$ cat src/sv/hsi_pkg.sv
// ----------------------------------------------------------------------------
// Heater safety interlock package
// Shared types, codes and constants for the chamber-heater interlock.
// ----------------------------------------------------------------------------
`default_nettype none

package hsi_pkg;

  localparam int unsigned S_TDATA_W = 56;
  localparam int unsigned S_TUSER_W = 2;
  localparam int unsigned M_TDATA_W = 40;
  localparam int unsigned APB_ADDR_W = 3;
  localparam int unsigned APB_DATA_W = 32;
  localparam int unsigned TEMP_W = 16;

  localparam logic [6:0] FAN_FULL    = 7'd100;
  localparam logic [6:0] FAN_STOPPED = 7'd0;
  localparam logic [2:0] SENSORS_ALL = 3'b111;

  // Register index, taken from paddr bit 2.
  localparam logic REG_TARGET_MIN = 1'b0;
  localparam logic REG_TARGET_MAX = 1'b1;

  localparam logic signed [TEMP_W-1:0] TARGET_MIN_RST = 16'sd0;
  localparam logic signed [TEMP_W-1:0] TARGET_MAX_RST = 16'sd1280;

  // Bit positions in condition_flags.
  localparam int unsigned FLG_COMMISSIONED = 0;
  localparam int unsigned FLG_OVERTEMP     = 1;
  localparam int unsigned FLG_COOLDOWN     = 2;
  localparam int unsigned FLG_FAULT_THERM  = 3;
  localparam int unsigned FLG_ONLINE       = 4;
  localparam int unsigned FLG_PRINTING     = 5;
  localparam int unsigned FLG_AUTO_AVAIL   = 6;
  localparam int unsigned FLG_MANUAL_AUTH  = 7;
  localparam int unsigned FLG_MANUAL_FIN   = 8;
  localparam int unsigned FLG_AUTO_FIN     = 9;

  typedef enum logic [1:0] {
    OP_STEP     = 2'd0,
    OP_CLEAR    = 2'd1,
    OP_SNAPSHOT = 2'd2
  } op_e;

  typedef enum logic [1:0] {
    MODE_OFF     = 2'd0,
    MODE_MANUAL  = 2'd1,
    MODE_AUTO    = 2'd2,
    MODE_INVALID = 2'd3
  } mode_e;

  typedef enum logic [1:0] {
    FANP_UNAVAIL = 2'd0,
    FANP_PENDING = 2'd1,
    FANP_PROVEN  = 2'd2,
    FANP_FAILED  = 2'd3
  } fanp_e;

  typedef enum logic [1:0] {
    AUTH_NONE   = 2'd0,
    AUTH_REMOTE = 2'd1,
    AUTH_AUTO   = 2'd2,
    AUTH_REACQ  = 2'd3
  } auth_e;

  typedef enum logic [1:0] {
    INH_NONE         = 2'd0,
    INH_NO_AUTH      = 2'd1,
    INH_REFRESH      = 2'd2,
    INH_NOT_ELIGIBLE = 2'd3
  } inh_e;

  typedef enum logic [1:0] {
    FAULT_NONE     = 2'd0,
    FAULT_SENSOR   = 2'd1,
    FAULT_OVERTEMP = 2'd2,
    FAULT_FAN      = 2'd3
  } fault_e;

  typedef enum logic [1:0] {
    TSTATE_IDLE     = 2'd0,
    TSTATE_HEATING  = 2'd1,
    TSTATE_COOLDOWN = 2'd2
  } tstate_e;

  typedef enum logic [3:0] {
    RSN_NONE        = 4'd0,
    RSN_OFF         = 4'd1,
    RSN_UNCOMM      = 4'd2,
    RSN_FAULT       = 4'd3,
    RSN_OFFLINE     = 4'd4,
    RSN_NOT_PRINT   = 4'd5,
    RSN_AUTO_POLICY = 4'd6,
    RSN_BAD_TARGET  = 4'd7,
    RSN_FAN_PENDING = 4'd8,
    RSN_BAD_MODE    = 4'd9,
    RSN_NO_AUTH     = 4'd10,
    RSN_REFRESH     = 4'd11,
    RSN_AUTO_AUTH   = 4'd12
  } reason_e;

  // Input item without the operation code; mode sits in the lowest bits.
  typedef struct packed {
    logic signed [TEMP_W-1:0] auto_target;
    logic signed [TEMP_W-1:0] manual_target;
    logic [9:0]               condition_flags;
    logic [1:0]               inhibit_in;
    logic [1:0]               authority_in;
    logic [1:0]               fan_check;
    logic [2:0]               sensor_good;
    logic [1:0]               mode;
  } item_t;

  // Result record; heater_on sits in the lowest bit.
  typedef struct packed {
    reason_e                  stop_cause;
    fault_e                   fault_code;
    tstate_e                  heat_phase;
    logic [1:0]               inhibit_out;
    logic [1:0]               authority_out;
    logic                     thermal_needed;
    logic signed [TEMP_W-1:0] effective_target;
    logic [6:0]               fan_duty;
    logic                     heater_on;
  } rec_t;

  typedef struct packed {
    logic signed [TEMP_W-1:0] target_min;
    logic signed [TEMP_W-1:0] target_max;
  } cfg_t;

  localparam rec_t REC_OFF = '{
    stop_cause:       RSN_OFF,
    fault_code:       FAULT_NONE,
    heat_phase:       TSTATE_IDLE,
    inhibit_out:      2'd0,
    authority_out:    2'd0,
    thermal_needed:   1'b0,
    effective_target: 16'sd0,
    fan_duty:         FAN_STOPPED,
    heater_on:        1'b0
  };

  localparam int unsigned ITEM_W = $bits(item_t);
  localparam int unsigned REC_W  = $bits(rec_t);

endpackage

`default_nettype wire

$ cat src/sv/heater_safety_interlock_top.sv
// A beat accepted into the input register is decided from it and lands in the
// result register when that is free or drains, so a stalled output holds it
// back. Throughput: one beat per cycle while m_axis_tready is high; hsi_core
// is combinational and the latched fault and last record update as the beat
// advances. Reset clears the latched fault, restores the off record and the
// default target window; no clearing pass is needed.
// ----------------------------------------------------------------------------
// Heater safety interlock top level
// Stream in, stream out, with an APB-style port for the target window.
// ----------------------------------------------------------------------------
`default_nettype none

module heater_safety_interlock_top (
  input  wire logic                              clk_i,
  input  wire logic                              rst_ni,
  // tdata: mode, sensor_good, fan_check, authority_in, inhibit_in,
  //        condition_flags, manual_target, auto_target, zero padding
  input  wire logic [hsi_pkg::S_TDATA_W-1:0]     s_axis_tdata,
  // tuser: operation
  input  wire logic [hsi_pkg::S_TUSER_W-1:0]     s_axis_tuser,
  input  wire logic                              s_axis_tvalid,
  output logic                                   s_axis_tready,
  // tdata: heater_on, fan_duty, effective_target, thermal_needed,
  //        authority_out, inhibit_out, heat_phase, fault_code,
  //        stop_cause, clear_ok, zero padding
  output logic      [hsi_pkg::M_TDATA_W-1:0]     m_axis_tdata,
  output logic                                   m_axis_tvalid,
  input  wire logic                              m_axis_tready,
  input  wire logic                              psel,
  input  wire logic                              penable,
  input  wire logic                              pwrite,
  input  wire logic [hsi_pkg::APB_ADDR_W-1:0]    paddr,
  input  wire logic [hsi_pkg::APB_DATA_W-1:0]    pwdata,
  output logic      [hsi_pkg::APB_DATA_W-1:0]    prdata,
  output logic                                   pready
);

  hsi_pkg::cfg_t   cfg;

  logic            in_valid_q, in_valid_d;
  hsi_pkg::item_t  in_item_q;
  logic [1:0]      in_op_q;
  logic            out_valid_q, out_valid_d;
  hsi_pkg::rec_t   out_rec_q;
  logic            out_ok_q;

  hsi_pkg::fault_e fault_q;
  hsi_pkg::rec_t   last_q;

  hsi_pkg::fault_e fault_d;
  hsi_pkg::rec_t   rec_d;
  logic            clear_ok_d;

  logic            in_take;
  logic            advance;

  hsi_cfg u_cfg (
    .clk_i   (clk_i),
    .rst_ni  (rst_ni),
    .psel    (psel),
    .penable (penable),
    .pwrite  (pwrite),
    .paddr   (paddr),
    .pwdata  (pwdata),
    .prdata  (prdata),
    .pready  (pready),
    .cfg_o   (cfg)
  );

  hsi_core u_core (
    .op_i       (in_op_q),
    .item_i     (in_item_q),
    .cfg_i      (cfg),
    .fault_i    (fault_q),
    .rec_i      (last_q),
    .fault_o    (fault_d),
    .rec_o      (rec_d),
    .clear_ok_o (clear_ok_d)
  );

  // The held beat moves on whenever the result register is free or drains.
  assign advance       = in_valid_q && (!out_valid_q || m_axis_tready);
  assign s_axis_tready = !in_valid_q || advance;
  assign in_take       = s_axis_tvalid && s_axis_tready;

  always_comb begin
    in_valid_d = in_valid_q;
    if (in_take) begin
      in_valid_d = 1'b1;
    end else if (advance) begin
      in_valid_d = 1'b0;
    end
    out_valid_d = out_valid_q;
    if (advance) begin
      out_valid_d = 1'b1;
    end else if (m_axis_tready) begin
      out_valid_d = 1'b0;
    end
  end

  always_ff @(posedge clk_i or negedge rst_ni) begin
    if (!rst_ni) begin
      in_valid_q  <= 1'b0;
      out_valid_q <= 1'b0;
      fault_q     <= hsi_pkg::FAULT_NONE;
      last_q      <= hsi_pkg::REC_OFF;
    end else begin
      in_valid_q  <= in_valid_d;
      out_valid_q <= out_valid_d;
      if (advance) begin
        fault_q <= fault_d;
        last_q  <= rec_d;
      end
    end
  end

  always_ff @(posedge clk_i) begin
    if (in_take) begin
      in_item_q <= s_axis_tdata[hsi_pkg::ITEM_W-1:0];
      in_op_q   <= s_axis_tuser;
    end
    if (advance) begin
      out_rec_q <= rec_d;
      out_ok_q  <= clear_ok_d;
    end
  end

  assign m_axis_tvalid = out_valid_q;
  assign m_axis_tdata  = {{(hsi_pkg::M_TDATA_W-hsi_pkg::REC_W-1){1'b0}}, out_ok_q, out_rec_q};

  // Heat is only ever requested with no block reason, no fault and full fan.
  a_heat_clean : assert property (@(posedge clk_i) disable iff (!rst_ni)
    (m_axis_tvalid && out_rec_q.heater_on) |->
      (out_rec_q.stop_cause == hsi_pkg::RSN_NONE
       && out_rec_q.fault_code == hsi_pkg::FAULT_NONE
       && out_rec_q.fan_duty == hsi_pkg::FAN_FULL))
    else $error("heat requested with a block reason, fault or fan off");

  // An accepted clear leaves the fault cleared and the off record in place.
  a_clear_resets : assert property (@(posedge clk_i) disable iff (!rst_ni)
    (advance && clear_ok_d) |=>
      (fault_q == hsi_pkg::FAULT_NONE && last_q == hsi_pkg::REC_OFF
       && out_ok_q && out_rec_q == hsi_pkg::REC_OFF))
    else $error("fault clear did not restore the off record");

  // After each advance the result register mirrors the record the state now holds.
  a_out_matches_state : assert property (@(posedge clk_i) disable iff (!rst_ni)
    advance |=> (out_rec_q == last_q))
    else $error("delivered record differs from the stored record");

  // A fan fault only appears through a step that saw a failed fan proof.
  a_fan_fault_source : assert property (@(posedge clk_i) disable iff (!rst_ni)
    (advance && fault_q != hsi_pkg::FAULT_FAN && fault_d == hsi_pkg::FAULT_FAN) |->
      (in_op_q == hsi_pkg::OP_STEP && in_item_q.fan_check == hsi_pkg::FANP_FAILED))
    else $error("fan fault latched without a failed fan proof");

endmodule

`default_nettype wire

$ cat src/sv/hsi_cfg.sv
// ----------------------------------------------------------------------------
// Heater safety interlock configuration registers
// APB-style register file holding the manual target window.
// ----------------------------------------------------------------------------
`default_nettype none

module hsi_cfg (
  input  wire logic                              clk_i,
  input  wire logic                              rst_ni,
  input  wire logic                              psel,
  input  wire logic                              penable,
  input  wire logic                              pwrite,
  input  wire logic [hsi_pkg::APB_ADDR_W-1:0]    paddr,
  input  wire logic [hsi_pkg::APB_DATA_W-1:0]    pwdata,
  output logic      [hsi_pkg::APB_DATA_W-1:0]    prdata,
  output logic                                   pready,
  output hsi_pkg::cfg_t                          cfg_o
);

  logic signed [hsi_pkg::TEMP_W-1:0] min_q, min_d;
  logic signed [hsi_pkg::TEMP_W-1:0] max_q, max_d;
  logic                              wr_en;
  logic                              reg_sel;

  assign pready  = 1'b1;
  assign wr_en   = psel & penable & pwrite & pready;
  assign reg_sel = paddr[2];

  always_comb begin
    min_d = min_q;
    max_d = max_q;
    if (wr_en) begin
      unique case (reg_sel)
        hsi_pkg::REG_TARGET_MIN: min_d = pwdata[hsi_pkg::TEMP_W-1:0];
        hsi_pkg::REG_TARGET_MAX: max_d = pwdata[hsi_pkg::TEMP_W-1:0];
        default: ;
      endcase
    end
  end

  always_ff @(posedge clk_i or negedge rst_ni) begin
    if (!rst_ni) begin
      min_q <= hsi_pkg::TARGET_MIN_RST;
      max_q <= hsi_pkg::TARGET_MAX_RST;
    end else begin
      min_q <= min_d;
      max_q <= max_d;
    end
  end

  // Reads return the register sign-extended to the bus width.
  always_comb begin
    unique case (reg_sel)
      hsi_pkg::REG_TARGET_MIN:
        prdata = {{(hsi_pkg::APB_DATA_W-hsi_pkg::TEMP_W){min_q[hsi_pkg::TEMP_W-1]}}, min_q};
      hsi_pkg::REG_TARGET_MAX:
        prdata = {{(hsi_pkg::APB_DATA_W-hsi_pkg::TEMP_W){max_q[hsi_pkg::TEMP_W-1]}}, max_q};
      default: prdata = '0;
    endcase
  end

  assign cfg_o.target_min = min_q;
  assign cfg_o.target_max = max_q;

endmodule

`default_nettype wire

$ cat src/sv/hsi_core.sv
// ----------------------------------------------------------------------------
// Heater safety interlock decision logic
// Priority chain for a step, the fault-clear check and the snapshot select.
// ----------------------------------------------------------------------------
`default_nettype none

module hsi_core (
  input  wire logic [1:0]       op_i,
  input  wire hsi_pkg::item_t   item_i,
  input  wire hsi_pkg::cfg_t    cfg_i,
  input  wire hsi_pkg::fault_e  fault_i,
  input  wire hsi_pkg::rec_t    rec_i,
  output hsi_pkg::fault_e       fault_o,
  output hsi_pkg::rec_t         rec_o,
  output logic                  clear_ok_o
);

  logic [9:0]          fl;
  hsi_pkg::fault_e     fault_chk;
  hsi_pkg::fault_e     fault_step;
  hsi_pkg::reason_e    reason;
  hsi_pkg::auth_e      heat_auth;
  logic signed [15:0]  heat_target;
  logic                heat;
  logic                manual_ok;
  logic                auto_ok;
  logic [1:0]          blk_inhibit;
  logic                therm;
  hsi_pkg::rec_t       step_rec;
  logic                clear_pass;

  assign fl = item_i.condition_flags;

  assign manual_ok = fl[hsi_pkg::FLG_MANUAL_FIN]
                   && !($signed(item_i.manual_target) < $signed(cfg_i.target_min))
                   && !($signed(item_i.manual_target) > $signed(cfg_i.target_max));
  assign auto_ok   = fl[hsi_pkg::FLG_AUTO_AVAIL] && fl[hsi_pkg::FLG_AUTO_FIN]
                   && ($signed(item_i.auto_target) > 16'sd0);

  // Sensor and overtemperature faults latch ahead of every later check;
  // overtemperature wins when both are present.
  always_comb begin
    fault_chk = fault_i;
    if (item_i.sensor_good != hsi_pkg::SENSORS_ALL) fault_chk = hsi_pkg::FAULT_SENSOR;
    if (fl[hsi_pkg::FLG_OVERTEMP]) fault_chk = hsi_pkg::FAULT_OVERTEMP;
  end

  always_comb begin
    fault_step  = fault_i;
    reason      = hsi_pkg::RSN_NONE;
    heat        = 1'b0;
    heat_auth   = hsi_pkg::AUTH_NONE;
    heat_target = 16'sd0;
    if (!fl[hsi_pkg::FLG_COMMISSIONED]) begin
      reason = hsi_pkg::RSN_UNCOMM;
    end else begin
      fault_step = fault_chk;
      if (fault_chk != hsi_pkg::FAULT_NONE) begin
        reason = hsi_pkg::RSN_FAULT;
      end else if (item_i.mode == hsi_pkg::MODE_OFF) begin
        reason = hsi_pkg::RSN_OFF;
      end else if (item_i.mode == hsi_pkg::MODE_INVALID) begin
        reason = hsi_pkg::RSN_BAD_MODE;
      end else if (item_i.fan_check == hsi_pkg::FANP_FAILED) begin
        fault_step = hsi_pkg::FAULT_FAN;
        reason     = hsi_pkg::RSN_FAULT;
      end else if (item_i.fan_check != hsi_pkg::FANP_PROVEN) begin
        reason = hsi_pkg::RSN_FAN_PENDING;
      end else if (item_i.mode == hsi_pkg::MODE_AUTO) begin
        if (item_i.authority_in != hsi_pkg::AUTH_AUTO) begin
          reason = hsi_pkg::RSN_AUTO_AUTH;
        end else if (!fl[hsi_pkg::FLG_ONLINE]) begin
          reason = hsi_pkg::RSN_OFFLINE;
        end else if (!fl[hsi_pkg::FLG_PRINTING]) begin
          reason = hsi_pkg::RSN_NOT_PRINT;
        end else if (!auto_ok) begin
          reason = hsi_pkg::RSN_AUTO_POLICY;
        end else begin
          heat        = 1'b1;
          heat_auth   = hsi_pkg::AUTH_AUTO;
          heat_target = item_i.auto_target;
        end
      end else if (item_i.authority_in == hsi_pkg::AUTH_REACQ
                   || item_i.inhibit_in == hsi_pkg::INH_REFRESH) begin
        reason = hsi_pkg::RSN_REFRESH;
      end else if (item_i.authority_in != hsi_pkg::AUTH_REMOTE
                   || !fl[hsi_pkg::FLG_MANUAL_AUTH]) begin
        reason = hsi_pkg::RSN_NO_AUTH;
      end else if (!manual_ok) begin
        reason = hsi_pkg::RSN_BAD_TARGET;
      end else begin
        heat        = 1'b1;
        heat_auth   = hsi_pkg::AUTH_REMOTE;
        heat_target = item_i.manual_target;
      end
    end
  end

  always_comb begin
    case (reason) inside
      hsi_pkg::RSN_NO_AUTH: blk_inhibit = hsi_pkg::INH_NO_AUTH;
      hsi_pkg::RSN_REFRESH: blk_inhibit = hsi_pkg::INH_REFRESH;
      hsi_pkg::RSN_OFFLINE, hsi_pkg::RSN_NOT_PRINT, hsi_pkg::RSN_AUTO_POLICY,
      hsi_pkg::RSN_BAD_TARGET, hsi_pkg::RSN_FAN_PENDING, hsi_pkg::RSN_AUTO_AUTH:
        blk_inhibit = hsi_pkg::INH_NOT_ELIGIBLE;
      default: blk_inhibit = item_i.inhibit_in;
    endcase
  end

  // A blocked step still runs the fan when the chamber needs thermal management.
  assign therm = fl[hsi_pkg::FLG_COOLDOWN] || fl[hsi_pkg::FLG_FAULT_THERM]
              || (fault_step == hsi_pkg::FAULT_FAN) || (reason == hsi_pkg::RSN_FAN_PENDING);

  always_comb begin
    if (heat) begin
      step_rec.stop_cause       = hsi_pkg::RSN_NONE;
      step_rec.fault_code       = hsi_pkg::FAULT_NONE;
      step_rec.heat_phase       = hsi_pkg::TSTATE_HEATING;
      step_rec.inhibit_out      = hsi_pkg::INH_NONE;
      step_rec.authority_out    = heat_auth;
      step_rec.thermal_needed   = 1'b1;
      step_rec.effective_target = heat_target;
      step_rec.fan_duty         = hsi_pkg::FAN_FULL;
      step_rec.heater_on        = 1'b1;
    end else begin
      step_rec.stop_cause       = reason;
      step_rec.fault_code       = fault_step;
      step_rec.heat_phase       = therm ? hsi_pkg::TSTATE_COOLDOWN : hsi_pkg::TSTATE_IDLE;
      step_rec.inhibit_out      = blk_inhibit;
      step_rec.authority_out    = item_i.authority_in;
      step_rec.thermal_needed   = therm;
      step_rec.effective_target = 16'sd0;
      step_rec.fan_duty         = therm ? hsi_pkg::FAN_FULL : hsi_pkg::FAN_STOPPED;
      step_rec.heater_on        = 1'b0;
    end
  end

  // A clear needs the mode off, every sensor good and no overtemperature,
  // cooldown or thermal-fault flag.
  assign clear_pass = (item_i.mode == hsi_pkg::MODE_OFF)
                   && (item_i.sensor_good == hsi_pkg::SENSORS_ALL)
                   && !fl[hsi_pkg::FLG_OVERTEMP] && !fl[hsi_pkg::FLG_COOLDOWN]
                   && !fl[hsi_pkg::FLG_FAULT_THERM];

  always_comb begin
    fault_o    = fault_i;
    rec_o      = rec_i;
    clear_ok_o = 1'b0;
    case (op_i)
      hsi_pkg::OP_STEP: begin
        fault_o = fault_step;
        rec_o   = step_rec;
      end
      hsi_pkg::OP_CLEAR: begin
        if (clear_pass) begin
          fault_o    = hsi_pkg::FAULT_NONE;
          rec_o      = hsi_pkg::REC_OFF;
          clear_ok_o = 1'b1;
        end
      end
      default: ; // snapshot, and the unused code behaves the same
    endcase
  end

endmodule

`default_nettype wire
$ cat config.mk
export PLATFORM = sky130hd
export DESIGN_NAME = heater_safety_interlock_top
export DESIGN_NICKNAME = d
export VERILOG_FILES = /design/src/sv/hsi_pkg.sv /design/src/sv/heater_safety_interlock_top.sv /design/src/sv/hsi_cfg.sv /design/src/sv/hsi_core.sv
export SDC_FILE = /design/constraint.sdc
export NUM_CORES = 1
export LEC_CHECK = 0
export BUFFER_PORTS_ARGS = -buffer_cell sky130_fd_sc_hd__buf_2
export CORE_MARGIN = 1.5
export CORE_UTILIZATION = 44
export DETAILED_ROUTE_END_ITERATION = 10
export PLACE_DENSITY = 0.67
export SYNTH_ARGS = -nofsm -noshare
export SYNTH_HDL_FRONTEND = slang
export SYNTH_SLANG_ARGS = --single-unit
$ cat constraint.sdc
create_clock -name clk_i -period 3.8 [get_ports clk_i]
set_input_delay 0.38 -clock clk_i [delete_from_list [all_inputs] [get_ports clk_i]]
set_output_delay 0.38 -clock clk_i [all_outputs]
set_load 0.02 [all_outputs]
==> results of run 1 <==
timing repair:
| action | CTS | global route |
|---|---|---|
| setup buffers | 0 | 0 |
| resized for setup | 0 | 1 |
| setup endpoints to repair | 0 | 4 |
power by group through the flow:
stage               combinational [W]  clock, W  sequential [W]
floorplan                    0.000630         0         0.00230
global placement             0.000886         0         0.00227
detailed placement           0.000920         0         0.00228
CTS                          0.000928   0.00174         0.00225
global route                  0.00101   0.00182         0.00227
finish                       0.000920   0.00171         0.00225
through the flow:
| stage | std cells | utilization (%) | hold slack [ps] | area (µm²) |
|---|---|---|---|---|
| floorplan | 631 | - | 84.4 | 7680 |
| global placement | 972 | 49.6 | 460 | 8530 |
| detailed placement | 972 | 49.6 | 465 | 8530 |
| CTS | 1004 | 53.1 | 111 | 9120 |
| global route | 1004 | 53.1 | 107 | 9120 |
| finish | 1004 | 53.1 | 96.3 | 9120 |
layer usage:
| metal | vias to the layer above | global-route usage, % | wire [µm] |
|---|---|---|---|
| met5 | - | 0 | 0 |
| met4 | 0 | 8.60 | 401 |
| met3 | 29 | 4.05 | 862 |
| met2 | 168 | 32.2 | 8370 |
| met1 | 2507 | 25.8 | 7610 |
| li1 | 2536 | - | - |
cell usage after synthesis, types with 2 or more instances:
cell type	instances	share of area, %
sky130_fd_sc_hd__a21o_1	13	1.3
sky130_fd_sc_hd__a21oi_1	11	0.72
sky130_fd_sc_hd__a21oi_2	3	0.34
sky130_fd_sc_hd__a22o_1	10	1.1
sky130_fd_sc_hd__a22oi_1	15	1.5
sky130_fd_sc_hd__a31oi_1	3	0.24
sky130_fd_sc_hd__a41oi_1	3	0.34
sky130_fd_sc_hd__and2_1	9	0.73
sky130_fd_sc_hd__and3_1	4	0.33
sky130_fd_sc_hd__buf_4	21	2.1
sky130_fd_sc_hd__clkbuf_1	17	0.83
sky130_fd_sc_hd__conb_1	2	0.098
sky130_fd_sc_hd__dfrtp_1	70	23
sky130_fd_sc_hd__dfstp_2	3	1.0
sky130_fd_sc_hd__edfxtp_1	93	36
sky130_fd_sc_hd__ha_1	31	5.1
sky130_fd_sc_hd__inv_1	38	1.9
sky130_fd_sc_hd__mux2_2	34	5.0
sky130_fd_sc_hd__nand2_1	101	4.9
sky130_fd_sc_hd__nand2b_1	7	0.57
sky130_fd_sc_hd__nand3_1	7	0.46
sky130_fd_sc_hd__nand3b_1	4	0.39
sky130_fd_sc_hd__nand4_1	5	0.41
sky130_fd_sc_hd__nor2_1	11	0.54
sky130_fd_sc_hd__nor2b_1	5	0.41
sky130_fd_sc_hd__nor3_1	9	0.59
sky130_fd_sc_hd__nor3b_1	2	0.20
sky130_fd_sc_hd__nor4_1	3	0.24
sky130_fd_sc_hd__nor4b_1	2	0.23
sky130_fd_sc_hd__o211ai_1	2	0.20
sky130_fd_sc_hd__o21a_1	4	0.39
sky130_fd_sc_hd__o21ai_0	30	2.0
sky130_fd_sc_hd__o21ai_1	19	1.2
sky130_fd_sc_hd__o22a_1	2	0.23
sky130_fd_sc_hd__o31a_1	2	0.23
sky130_fd_sc_hd__or2_2	2	0.16
kinds of logic (layout without fill, tap and decap cells):
kind of cell / after synthesis / count (layout)
and+or+nand+nor: 181 / 181
DFF: 166 / 166
AOI/OAI and AO/OA: 137 / 137
buffers and inverters: 77 / 225
muxes: 35 / 35
adders and majority gates: 31 / 31
other: 2 / 3
xor gates and xnor gates: 1 / 1
final cells by class:
cell class | instances | area, µm² | area share, %
sequential | 166 | 4620 | 50.7
multi-input combinational | 388 | 2690 | 29.5
timing repair buffer | 155 | 791 | 8.67
clock buffer | 18 | 439 | 4.81
tap | 225 | 282 | 3.09
clock inverter | 14 | 150 | 1.65
inverter | 38 | 143 | 1.56
state kept, by name, summed over array words and instances (netlist names):
signal         flops
m_axis_tdata      37
fault_q            2
in_item_q         53
out_ok_q           1
m_axis_tvalid      1
u_cfg.max_q       16
in_op_q            2
in_valid_q         1
last_q            37
u_cfg.min_q       16
worst max-delay path: cells and delay by family, from the launching register on:
kind,cells,cell delay (ps)
muxes,1,430
AOI/OAI and AO/OA,6,1540
DFF,1,440
and+or+nand+nor,2,510
adders and majority gates,1,370
final timing paths:
path,cells past startpoint,slack (ps),startpoint,endpoint
max in group asynchronous,1,3060,rst_ni,last_q[10]
worst min-delay path,1,100,rst_ni,u_cfg.max_q[5]
worst max register to register,10,370,in_item_q[36],m_axis_tdata[3]
worst min register to register,1,480,last_q[1],last_q[1]
min in group clk_i,1,130,s_axis_tdata[10],in_item_q[10]
worst max-delay path,10,370,in_item_q[36],m_axis_tdata[3]
==> impl_table.tex, run 1 <==
\begin{tabular}{lr}
\hline
Metric & Value \\
\hline
\multicolumn{2}{l}{\textbf{Run status}} \\
Status & complete, no violations \\
\multicolumn{2}{l}{\textbf{Synthesis}} \\
EDFF count, synth & 93 \\
Register area share after synthesis & 60.2\% \\
Area fraction in compound gates after synthesis & 13.0\% \\
Mux cell area share after synthesis & 5.12\% \\
Synthesized instance count & 630 \\
Main synth FF type & sky130\_fd\_sc\_hd\_\_edfxtp\_1 \\
Simple-gate area share of the yosys netlist & 11.6\% \\
Adder-cell share of the synthesized area & 5.05\% \\
Number of distinct library cells after synthesis & 69 \\
Largest family of logic cells by synthesized area & compound AO/OA/AOI/OAI gates \\
Fraction of registers with async set or reset after synthesis & 44.0\% \\
FF+latch count, synth & 166 \\
Post-synthesis share of cell area spent on xor and xnor gates & 0.114\% \\
Synth Warn \# & 0 \\
Mean area per synthesized cell & 12.2 µm² \\
Mapped cell area & roughly 0.0077 mm² \\
\multicolumn{2}{l}{\textbf{Timing}} \\
Final-layout setup total negative slack & 0 ps \\
Headroom to the max-slew limit & 35.4\% \\
Crit path setup slack, layout & 368 ps \\
Clock tree skew after final layout & 6.99 ps \\
Hold violation total from the final report & 0 \\
Minimum clock period after layout & 3430 ps \\
Number of failing setup endpoints in the final timing report & 0 \\
Maximum clock frequency & slightly below 300 MHz \\
Slew at the pin with the worst max-slew slack & just under 1000 ps \\
Max-slew violation count & 0 \\
Setup repair after global routing missed its margin & no \\
Final cycle utilization of the critical path & between 90\% and 100\% \\
\multicolumn{2}{l}{\textbf{Detailed routing}} \\
Number of iterations in the first detailed-routing pass & 6 \\
Routed vias/inst & 5.22 \\
Number of violations reported at the end of detailed-routing iteration 0 & about 460 \\
Average routed wire per standard cell & 17.2 µm \\
Final Routed Wirelength & 17.2 mm \\
Vias after detailed routing & 5240 \\
Antenna Violating Nets Remaining & 0 \\
DRC Markers & 0 \\
\multicolumn{2}{l}{\textbf{Worst setup path}} \\
Top fanout value on the critical path & 4 \\
Type of the worst setup path & flip-flop to flip-flop \\
Critical Path Source Type & flip-flop \\
Arrival time reported for the critical path endpoint & $\sim$3700 ps \\
Endpoint required time on the critical path & 4090 ps \\
Category of the worst setup path capture point & flip-flop \\
Cell breakdown of the critical path & ha\_1 -> nand4\_1 -> nor3\_2 -> o41ai\_1 -> o211ai\_1 -> mux2\_2 -> a221oi\_1 -> a41oi\_2 -> a21oi\_2 -> a21o\_1 \\
Stage delay of the slowest cell on the critical path & 440 ps \\
Slowest cell on the critical path & sky130\_fd\_sc\_hd\_\_edfxtp\_1 \\
\multicolumn{2}{l}{\textbf{Finish}} \\
Layout area overhead & 18.8\% \\
Number of inserted filler cells in the final layout & 1523 \\
Commonest cells after routing, fill and taps aside & sky130\_fd\_sc\_hd\_\_buf\_2, sky130\_fd\_sc\_hd\_\_nand2\_1, sky130\_fd\_sc\_hd\_\_edfxtp\_1 \\
Fraction of layout instances using a drive strength above 1 & 31.6\% \\
Most common library cell in the layout ignoring fill and taps & sky130\_fd\_sc\_hd\_\_buf\_2 \\
Final nets & about 900 \\
Antenna Cells & 0 \\
\multicolumn{2}{l}{\textbf{Worst hold path}} \\
Worst Hold Class & input port to asynchronous set/reset pin \\
\multicolumn{2}{l}{\textbf{Placement}} \\
Number of buffer cells added on primary ports & 150 \\
Final estimated routing congestion in global placement & 0.932 \\
Final HPWL DP & 12.7 mm \\
Setup WS pre-CTS & 315 ps \\
\multicolumn{2}{l}{\textbf{Clocking}} \\
TritonCTS Sinks & 166 \\
Clock tree root driver cell & sky130\_fd\_sc\_hd\_\_clkbuf\_16 \\
H-tree level count & 4 \\
TritonCTS clock tree & yes \\
Insertion delay of the later-clocked pin in the worst-skew pair & 420 ps \\
Number of buffers on the longest clock path & 2 \\
Clock transition time at the flip-flop clock pins of the worst setup and hold paths & 60 ps \\
Hold-fix buffers, CTS & 0 \\
CTS buffer count & 17 \\
\multicolumn{2}{l}{\textbf{Die}} \\
I/O pin cnt & between 150 and 200 \\
Die outline width & approximately 140 µm \\
Std-Cell Rows & 48 \\
Starting utilization of the core area & 44.7\% \\
Core area & about 0.017 mm² \\
Chip height & 135 µm \\
Die outline area & between 0.015 and 0.02 mm² \\
\multicolumn{2}{l}{\textbf{Pwr}} \\
Comb pwr share & 18.8\% \\
Peak VDD IR & just over 300 µV \\
Cell area power density & 535 mW/mm² \\
Clock share of power & a little over a third \\
Sequential share of power & 46.1\% \\
Pwr Total & 0.00488 W \\
Switching part of the total power & 28.6\% \\
Switching power of the nets & between 0.001 and 0.0015 W \\
Leak & 4.06 nW \\
Cell internal power dissipation & 0.00349 W \\
\multicolumn{2}{l}{\textbf{Global routing}} \\
Vias in the first global route & 5358 \\
Global-route wire length before repair & 27.4 mm \\
Maximum number of pins on one net before global-route repair & 74 \\
Antenna violations before repair & 0 \\
Sum of overflow across all layers after global routing & 0 \\
Aggregate global-route resource usage & about a fifth \\
\multicolumn{2}{l}{\textbf{Run}} \\
Maximum Capacitance Violations & 0 \\
\hline
\end{tabular}
(Power assumes the default switching activity.)
==> run 2, diff against run 1 <==
--- a/config.mk
+++ b/config.mk
@@ -9,7 +9,9 @@
 export CORE_MARGIN = 1.5
 export CORE_UTILIZATION = 44
 export DETAILED_ROUTE_END_ITERATION = 10
+export MAX_ROUTING_LAYER = met4
 export PLACE_DENSITY = 0.67
 export SYNTH_ARGS = -nofsm -noshare
 export SYNTH_HDL_FRONTEND = slang
+export SYNTH_HIERARCHICAL = 1
 export SYNTH_SLANG_ARGS = --single-unit
==> impl_table.tex, run 2 <==
\begin{tabular}{lr}
\hline
Metric & Value \\
\hline
\multicolumn{2}{l}{\textbf{Timing}} \\
Maximum clock frequency & 286 MHz (was 291 MHz) \\
Number of failing setup endpoints in the final timing report & 0 (unchanged) \\
Final-layout worst hold slack & 118 ps (was 96.3 ps) \\
Final-layout setup total negative slack & 0 ps (unchanged) \\
Hold violation total from the final report & 0 (unchanged) \\
Minimum clock period after layout & 3500 ps (was 3430 ps) \\
Final cycle utilization of the critical path & 92.0\% (was 90.3\%) \\
Clock tree skew after final layout & 10.6 ps (was 6.99 ps) \\
Headroom to the max-slew limit & 16.6\% (was 35.4\%) \\
Max-slew violation count & 0 (unchanged) \\
Slew at the pin with the worst max-slew slack & 1250 ps (was 966 ps) \\
Setup repair after global routing missed its margin & no (unchanged) \\
\multicolumn{2}{l}{\textbf{Run status}} \\
Status & complete, no violations (unchanged) \\
\multicolumn{2}{l}{\textbf{Worst setup path}} \\
Top fanout value on the critical path & 12 (was 4) \\
Stage delay of the slowest cell on the critical path & 470 ps (was 440 ps) \\
Type of the worst setup path & flip-flop to flip-flop (unchanged) \\
Critical Path Source Type & flip-flop (unchanged) \\
Slowest cell on the critical path & sky130\_fd\_sc\_hd\_\_edfxtp\_1 (unchanged) \\
Cell breakdown of the critical path & ha\_1 -> nand4\_1 -> nor3\_2 -> a21boi\_1 -> nor3\_2 -> o311ai\_4 -> nor2\_2 -> o21ai\_0 -> buf\_4 -> o21ai\_0 -> mux2\_4 (was ha\_1 -> nand4\_1 -> nor3\_2 -> o41ai\_1 -> o211ai\_1 -> mux2\_2 -> a221oi\_1 -> a41oi\_2 -> a21oi\_2 -> a21o\_1) \\
Category of the worst setup path capture point & flip-flop (unchanged) \\
Largest delay share family, worst path & compound AO/OA/AOI/OAI gates (unchanged) \\
Endpoint required time on the critical path & 4100 ps (was 4090 ps) \\
Buf/Inv on CP & 1 (was 0) \\
Arrival time reported for the critical path endpoint & 3800 ps (was 3720 ps) \\
\multicolumn{2}{l}{\textbf{Synthesis}} \\
Mean area per synthesized cell & 14.1 µm² (was 12.2 µm²) \\
Top cell types by occurrence after synthesis & sky130\_fd\_sc\_hd\_\_edfxtp\_1, sky130\_fd\_sc\_hd\_\_dfrtp\_1, sky130\_fd\_sc\_hd\_\_mux2\_4, sky130\_fd\_sc\_hd\_\_inv\_1, sky130\_fd\_sc\_hd\_\_mux2\_2 (was sky130\_fd\_sc\_hd\_\_nand2\_1, sky130\_fd\_sc\_hd\_\_edfxtp\_1, sky130\_fd\_sc\_hd\_\_dfrtp\_1, sky130\_fd\_sc\_hd\_\_inv\_1, sky130\_fd\_sc\_hd\_\_mux2\_2) \\
Fraction of registers with async set or reset after synthesis & 44.0\% (unchanged) \\
Number of distinct library cells after synthesis & 74 (was 69) \\
Cell with the most instances after synthesis & sky130\_fd\_sc\_hd\_\_edfxtp\_1 (was sky130\_fd\_sc\_hd\_\_nand2\_1) \\
Register area share after synthesis & 56.9\% (was 60.2\%) \\
Cell taking the most area after synthesis & sky130\_fd\_sc\_hd\_\_edfxtp\_1 (unchanged) \\
Synth Warn \# & 6 (was 0) \\
Top-area cell type share of the netlist area & 34.4\% (was 36.4\%) \\
Synthesized instance count & 577 (was 630) \\
Mapped cell area & 0.00812 mm² (was 0.00767 mm²) \\
FF+latch count, synth & 166 (unchanged) \\
Leading cell types by total area after synthesis & sky130\_fd\_sc\_hd\_\_edfxtp\_1, sky130\_fd\_sc\_hd\_\_dfrtp\_1, sky130\_fd\_sc\_hd\_\_mux2\_4 (was sky130\_fd\_sc\_hd\_\_edfxtp\_1, sky130\_fd\_sc\_hd\_\_dfrtp\_1, sky130\_fd\_sc\_hd\_\_ha\_1) \\
Main synth FF type & sky130\_fd\_sc\_hd\_\_edfxtp\_1 (unchanged) \\
EDFF count, synth & 93 (unchanged) \\
\multicolumn{2}{l}{\textbf{Finish}} \\
Number of inserted filler cells in the final layout & 1554 (was 1523) \\
Layout area overhead & 17.1\% (was 18.8\%) \\
Register with the most flip-flops & in\_item\_q (unchanged) \\
Number of flip-flops under the largest register name & 53 (unchanged) \\
Most common library cell in the layout ignoring fill and taps & sky130\_fd\_sc\_hd\_\_buf\_2 (unchanged) \\
Final core utilization & 52.8\% (was 53.1\%) \\
Non-Filler Cell Area, Final & 0.00951 mm² (was 0.00912 mm²) \\
Fraction of layout instances using a drive strength above 1 & 42.5\% (was 31.6\%) \\
Final nets & 848 (was 897) \\
Commonest cells after routing, fill and taps aside & sky130\_fd\_sc\_hd\_\_buf\_2, sky130\_fd\_sc\_hd\_\_edfxtp\_1, sky130\_fd\_sc\_hd\_\_dfrtp\_1 (was sky130\_fd\_sc\_hd\_\_buf\_2, sky130\_fd\_sc\_hd\_\_nand2\_1, sky130\_fd\_sc\_hd\_\_edfxtp\_1) \\
\multicolumn{2}{l}{\textbf{Die}} \\
Starting utilization of the core area & 45.1\% (was 44.7\%) \\
Chip height & 139 µm (was 135 µm) \\
Std-Cell Rows & 49 (was 48) \\
Die outline width & 139 µm (was 135 µm) \\
Core area & 0.0180 mm² (was 0.0172 mm²) \\
Die outline area & 0.0193 mm² (was 0.0182 mm²) \\
I/O pin cnt & 175 (unchanged) \\
\multicolumn{2}{l}{\textbf{Detailed routing}} \\
DRC Markers & 0 (unchanged) \\
Antenna Violating Nets Remaining & 0 (unchanged) \\
Average routed wire per standard cell & 19.3 µm (was 17.2 µm) \\
Vias after detailed routing & 5187 (was 5240) \\
Number of iterations in the first detailed-routing pass & 5 (was 6) \\
Routed vias/inst & 5.40 (was 5.22) \\
Number of violations reported at the end of detailed-routing iteration 0 & 306 (was 461) \\
Final Routed Wirelength & 18.5 mm (was 17.2 mm) \\
\multicolumn{2}{l}{\textbf{Placement}} \\
Placed Instance Area & 0.00893 mm² (was 0.00853 mm²) \\
Final estimated routing congestion in global placement & 0.809 (was 0.932) \\
Final HPWL DP & 13.3 mm (was 12.7 mm) \\
Number of buffer cells added on primary ports & 150 (unchanged) \\
\multicolumn{2}{l}{\textbf{Global routing}} \\
Most used routing layer in global routing & met2 (unchanged) \\
Antenna violations before repair & 1 (was 0) \\
Vias in the first global route & 5451 (was 5358) \\
Met3 Use GR & 4.07\% (was 4.05\%) \\
Sum of overflow across all layers after global routing & 0 (unchanged) \\
Global-route wire length before repair & 29.6 mm (was 27.4 mm) \\
GRT met2 Usage & 32.9\% (was 32.2\%) \\
Met1 usage in global routing & 25.8\% (about the same) \\
Maximum number of pins on one net before global-route repair & 74 (unchanged) \\
Aggregate global-route resource usage & 20.2\% (was 19.8\%) \\
\multicolumn{2}{l}{\textbf{Clocking}} \\
H-tree level count & 4 (unchanged) \\
Insertion delay of the later-clocked pin in the worst-skew pair & 420 ps (about the same) \\
CTS buffer count & 17 (unchanged) \\
Hold-fix buffers, CTS & 0 (unchanged) \\
Resized Gates After CTS & 0 (unchanged) \\
Number of buffers on the longest clock path & 2 (unchanged) \\
Clock tree root driver cell & sky130\_fd\_sc\_hd\_\_clkbuf\_16 (unchanged) \\
Setup Fix Bufs, Post-CTS & 0 (unchanged) \\
Clock transition time at the flip-flop clock pins of the worst setup and hold paths & 60 ps (about the same) \\
TritonCTS clock tree & yes (unchanged) \\
TritonCTS Sinks & 166 (unchanged) \\
\multicolumn{2}{l}{\textbf{Pwr}} \\
Peak VDD IR & 404 µV (was 306 µV) \\
Sequential share of power & 45.5\% (was 46.1\%) \\
Clock share of power & 32.9\% (was 35.1\%) \\
Comb pwr share & 21.6\% (was 18.8\%) \\
Pwr Total & 0.00514 W (was 0.00488 W) \\
Switching power of the nets & 0.00149 W (was 0.00140 W) \\
Cell area power density & 541 mW/mm² (was 535 mW/mm²) \\
Switching part of the total power & 29.0\% (was 28.6\%) \\
Cell internal power dissipation & 0.00365 W (was 0.00349 W) \\
Leak & 4.33 nW (was 4.06 nW) \\
\multicolumn{2}{l}{\textbf{Worst hold path}} \\
Worst Hold Class & input port to asynchronous set/reset pin (unchanged) \\
\multicolumn{2}{l}{\textbf{Run}} \\
Maximum Capacitance Violations & 0 (unchanged) \\
\hline
\end{tabular}
[run 2: cell count changes after synthesis, moves of 5 or more]
cell,change
sky130_fd_sc_hd__buf_6,+9
sky130_fd_sc_hd__a22oi_1,-5
sky130_fd_sc_hd__mux2_4,+49
sky130_fd_sc_hd__clkbuf_1,-14
sky130_fd_sc_hd__o21ai_1,-15
sky130_fd_sc_hd__o21ai_0,-10
sky130_fd_sc_hd__nand2_1,-71
[run 2: stage by stage]
stage	setup slack (ps)	std cells
6_report	303	960
5_1_grt	165	960
4_1_cts	368	959
3_5_place_dp	396	927
3_3_place_gp	464	927
2_1_floorplan	883	578
[run 2: final timing paths]
path                                   from        endpoint  slack, ps  depth (start not counted)
min in group clk_i         s_axis_tdata[39]   in_item_q[39]        130                          1
hold reg to reg                   last_q[1]       last_q[1]        500                          1
hold / removal                       rst_ni  u_cfg/max_q[5]        120                          1
setup reg to reg              in_item_q[35]      last_q[16]        300                         11
max in group asynchronous            rst_ni      fault_q[0]       3030                          1
setup / recovery              in_item_q[35]      last_q[16]        300                         11
[run 2: final cells by class]
cell class / instances / area, µm² / area share (%)
flip-flops and latches: 166 / 4620 / 48.6
multi-input cells: 334 / 3070 / 32.2
repair buffers: 156 / 798 / 8.39
clock buffers: 17 / 425 / 4.47
well taps: 229 / 287 / 3.01
inverters: 42 / 158 / 1.66
clock inverters: 15 / 154 / 1.62
diodes: 1 / 2.50 / 0.0263
[run 2: cells by family after synthesis]
kind of cell / synth area share (%)
flops: 56.9
simple gates: 8.21
compound gates: 10.2
mux: 14.3
buf+inv: 5.41
fa+ha+maj: 4.78
other cells: 0.0925
xor+xnor: 0.108
[run 2: worst reg2reg max path, stage by stage (launching register included)]
cell and delay (ps):
sky130_fd_sc_hd__edfxtp_1 470, sky130_fd_sc_hd__ha_1 370, sky130_fd_sc_hd__nand4_1 200, sky130_fd_sc_hd__nor3_2 370
sky130_fd_sc_hd__a21boi_1 290, sky130_fd_sc_hd__nor3_2 110, sky130_fd_sc_hd__o311ai_4 410, sky130_fd_sc_hd__nor2_2 90
sky130_fd_sc_hd__o21ai_0 320, sky130_fd_sc_hd__buf_4 260, sky130_fd_sc_hd__o21ai_0 190, sky130_fd_sc_hd__mux2_4 300
[run 2: power by group through the flow]
stage | Clock (W) | Sequential (W) | Combinational (W)
6_report | 0.00169 | 0.00234 | 0.00111
5_1_grt | 0.00181 | 0.00237 | 0.00121
4_1_cts | 0.00172 | 0.00234 | 0.00112
3_5_place_dp | 0 | 0.00237 | 0.00111
3_3_place_gp | 0 | 0.00236 | 0.00107
2_1_floorplan | 0 | 0.00238 | 0.000810
[run 2: per-layer routing]
layer / share of wire, % / vias to the layer above
li1: - / 2397
met4: 1.7 / 0
met1: 45 / 2589
met2: 49 / 181
met5: 0 / -
met3: 4.8 / 20
==> run 3, diff against run 2 <==
==> constraint.sdc (replaced) <==
create_clock -name clk_i -period 4.42 [get_ports clk_i]
set_input_delay 0.442 -clock clk_i [delete_from_list [all_inputs] [get_ports clk_i]]
set_output_delay 0.442 -clock clk_i [all_outputs]
set_load 0.02 [all_outputs]
==> impl_table.tex, run 3 (same netlist as run 2, synthesis figures left out) <==
\begin{tabular}{lr}
\hline
Metric & Value \\
\hline
\multicolumn{2}{l}{\textbf{Clocking}} \\
Number of buffers on the longest clock path & 2 (unchanged) \\
TritonCTS Sinks & 166 (unchanged) \\
TritonCTS clock tree & yes (unchanged) \\
Insertion delay of the later-clocked pin in the worst-skew pair & 420 ps (about the same) \\
Setup Fix Bufs, Post-CTS & 0 (unchanged) \\
CTS buffer count & 17 (unchanged) \\
Clock tree root driver cell & sky130\_fd\_sc\_hd\_\_clkbuf\_16 (unchanged) \\
Resized Gates After CTS & 0 (unchanged) \\
Clock transition time at the flip-flop clock pins of the worst setup and hold paths & 70 ps (was 60 ps) \\
Hold-fix buffers, CTS & 0 (unchanged) \\
H-tree level count & 4 (unchanged) \\
\multicolumn{2}{l}{\textbf{Detailed routing}} \\
Number of iterations in the first detailed-routing pass & 5 (unchanged) \\
DRC Markers & 0 (unchanged) \\
Routed vias/inst & 5.32 (was 5.40) \\
Antenna Violating Nets Remaining & 0 (unchanged) \\
Final Routed Wirelength & 18.4 mm (was 18.5 mm) \\
Average routed wire per standard cell & 19.1 µm (was 19.3 µm) \\
Number of violations reported at the end of detailed-routing iteration 0 & 374 (was 306) \\
Vias after detailed routing & 5116 (was 5187) \\
\multicolumn{2}{l}{\textbf{Timing}} \\
Final cycle utilization of the critical path & 78.4\% (was 92.0\%) \\
Headroom to the max-slew limit & 33.6\% (was 16.6\%) \\
Number of failing setup endpoints in the final timing report & 0 (unchanged) \\
Hold violation total from the final report & 0 (unchanged) \\
Minimum clock period after layout & 3470 ps (was 3500 ps) \\
Maximum clock frequency & 288 MHz (was 286 MHz) \\
Final-layout worst hold slack & 181 ps (was 118 ps) \\
Clock tree skew after final layout & 8.26 ps (was 10.6 ps) \\
Slew at the pin with the worst max-slew slack & 996 ps (was 1250 ps) \\
Max-slew violation count & 0 (unchanged) \\
Crit path setup slack, layout & 954 ps (was 303 ps) \\
Final-layout setup total negative slack & 0 ps (unchanged) \\
Setup repair after global routing missed its margin & no (unchanged) \\
\multicolumn{2}{l}{\textbf{Global routing}} \\
Sum of overflow across all layers after global routing & 0 (unchanged) \\
Vias in the first global route & 5251 (was 5451) \\
Maximum number of pins on one net before global-route repair & 74 (unchanged) \\
Global-route wire length before repair & 28.6 mm (was 29.6 mm) \\
Antenna violations before repair & 2 (was 1) \\
Aggregate global-route resource usage & 19.7\% (was 20.2\%) \\
\multicolumn{2}{l}{\textbf{Worst setup path}} \\
Slowest cell on the critical path & sky130\_fd\_sc\_hd\_\_a211oi\_1 (was sky130\_fd\_sc\_hd\_\_edfxtp\_1) \\
Worst setup path endpoint & last\_q[28] (was last\_q[16]) \\
Critical Path Source Type & flip-flop (unchanged) \\
Crit Reg-Reg Endpoint & last\_q[28] (was last\_q[16]) \\
Stage delay of the slowest cell on the critical path & 510 ps (was 470 ps) \\
Number of logic stages on the critical path including buffering & 10 (was 11) \\
Arrival time reported for the critical path endpoint & 3770 ps (was 3800 ps) \\
Source of the worst register-to-register timing path & in\_item\_q[30] (was in\_item\_q[35]) \\
Buf/Inv on CP & 0 (was 1) \\
Depth of the worst register-to-register path & 10 (was 11) \\
Internal reg-to-reg setup slack & 950 ps (was 300 ps) \\
Top fanout value on the critical path & 4 (was 12) \\
Worst setup startpoint & in\_item\_q[30] (was in\_item\_q[35]) \\
Type of the worst setup path & flip-flop to flip-flop (unchanged) \\
Cell breakdown of the critical path & ha\_1 -> a22o\_1 -> o41ai\_2 -> a41oi\_2 -> a211oi\_1 -> or3\_1 -> and3\_1 -> o21ai\_1 -> a32o\_1 -> mux2\_4 (was ha\_1 -> nand4\_1 -> nor3\_2 -> a21boi\_1 -> nor3\_2 -> o311ai\_4 -> nor2\_2 -> o21ai\_0 -> buf\_4 -> o21ai\_0 -> mux2\_4) \\
Category of the worst setup path capture point & flip-flop (unchanged) \\
Largest delay share family, worst path & compound AO/OA/AOI/OAI gates (unchanged) \\
Endpoint required time on the critical path & 4730 ps (was 4100 ps) \\
\multicolumn{2}{l}{\textbf{Finish}} \\
Number of flip-flops under the largest register name & 53 (unchanged) \\
Final nets & 848 (unchanged) \\
Commonest cells after routing, fill and taps aside & sky130\_fd\_sc\_hd\_\_buf\_2, sky130\_fd\_sc\_hd\_\_edfxtp\_1, sky130\_fd\_sc\_hd\_\_dfrtp\_1 (unchanged) \\
Non-Filler Cell Area, Final & 0.00956 mm² (was 0.00951 mm²) \\
Fraction of layout instances using a drive strength above 1 & 41.9\% (was 42.5\%) \\
Area used by multi-input combinational logic & 0.00307 mm² (unchanged) \\
Number of inserted filler cells in the final layout & 1527 (was 1554) \\
Sequential cell area in the final layout & 0.00462 mm² (unchanged) \\
Register with the most flip-flops & in\_item\_q (unchanged) \\
Most common library cell in the layout ignoring fill and taps & sky130\_fd\_sc\_hd\_\_buf\_2 (unchanged) \\
Layout area overhead & 17.7\% (was 17.1\%) \\
\multicolumn{2}{l}{\textbf{Die}} \\
Std-Cell Rows & 49 (unchanged) \\
Die outline area & 0.0193 mm² (unchanged) \\
I/O pin cnt & 175 (unchanged) \\
Die outline width & 139 µm (unchanged) \\
Core area & 0.0180 mm² (unchanged) \\
Chip height & 139 µm (unchanged) \\
Starting utilization of the core area & 45.1\% (unchanged) \\
\multicolumn{2}{l}{\textbf{Run status}} \\
Status & complete, no violations (unchanged) \\
\multicolumn{2}{l}{\textbf{Placement}} \\
Setup WS pre-CTS & 1020 ps (was 396 ps) \\
Final HPWL DP & 13.1 mm (was 13.3 mm) \\
Number of buffer cells added on primary ports & 150 (unchanged) \\
Placed Instance Area & 0.00893 mm² (unchanged) \\
Final estimated routing congestion in global placement & 0.821 (was 0.809) \\
\multicolumn{2}{l}{\textbf{Pwr}} \\
Peak VDD IR & 272 µV (was 404 µV) \\
Leak & 4.33 nW (about the same) \\
Cell area power density & 475 mW/mm² (was 541 mW/mm²) \\
\multicolumn{2}{l}{\textbf{Worst hold path}} \\
Worst Hold Class & input port to asynchronous set/reset pin (unchanged) \\
\multicolumn{2}{l}{\textbf{Run}} \\
Maximum Capacitance Violations & 0 (unchanged) \\
\hline
\end{tabular}
[run 3: how the worst min path moves through the flow]
| stage | depth (start not counted) | endpoint | slack, ps | start |
|---|---|---|---|---|
| floorplan | 0 | fault_q[0] | 150 | rst_ni |
| global placement | 1 | last_q[1] | 490 | last_q[1] |
| detailed placement | 1 | last_q[2] | 490 | last_q[2] |
| CTS | 1 | in_item_q[12] | 180 | s_axis_tdata[12] |
| global route | 1 | in_item_q[12] | 170 | s_axis_tdata[12] |
| finish | 1 | u_cfg/min_q[7] | 180 | rst_ni |
[run 3: power by group]
group          leakage, nW  internal (W)  switching [W]
combinational         2.22      0.000436       0.000523
sequential            1.82       0.00187       0.000140
clock                0.288      0.000961       0.000606
[run 3: final cells by class]
type                    instances  share of cell area [%]
well taps                     229                    3.00
repair buffers                156                    8.35
clock inverters                12                    1.83
clock buffers                  20                    4.67
diodes                          2                  0.0524
multi-input cells             334                    32.1
inverters                      42                    1.65
flip-flops and latches        166                    48.4
[run 3: per-stage QoR]
stage	cells	utilization [%]	power, W
floorplan	578	-	0.00274
global placement	927	49.6	0.00295
detailed placement	927	49.6	0.00300
CTS	959	53.0	0.00457
global route	961	53.0	0.00473
finish	961	53.0	0.00454
[run 3: routing by layer]
metal  vias to the layer above  part of all wire (%)  global-route usage, %
met5                         -                     0                      -
met3                        19                   5.6                   4.49
met2                       177                    49                   30.5
met1                      2509                    44                   26.2
met4                         0                   1.5                   5.98
li1                       2411                     -                      -
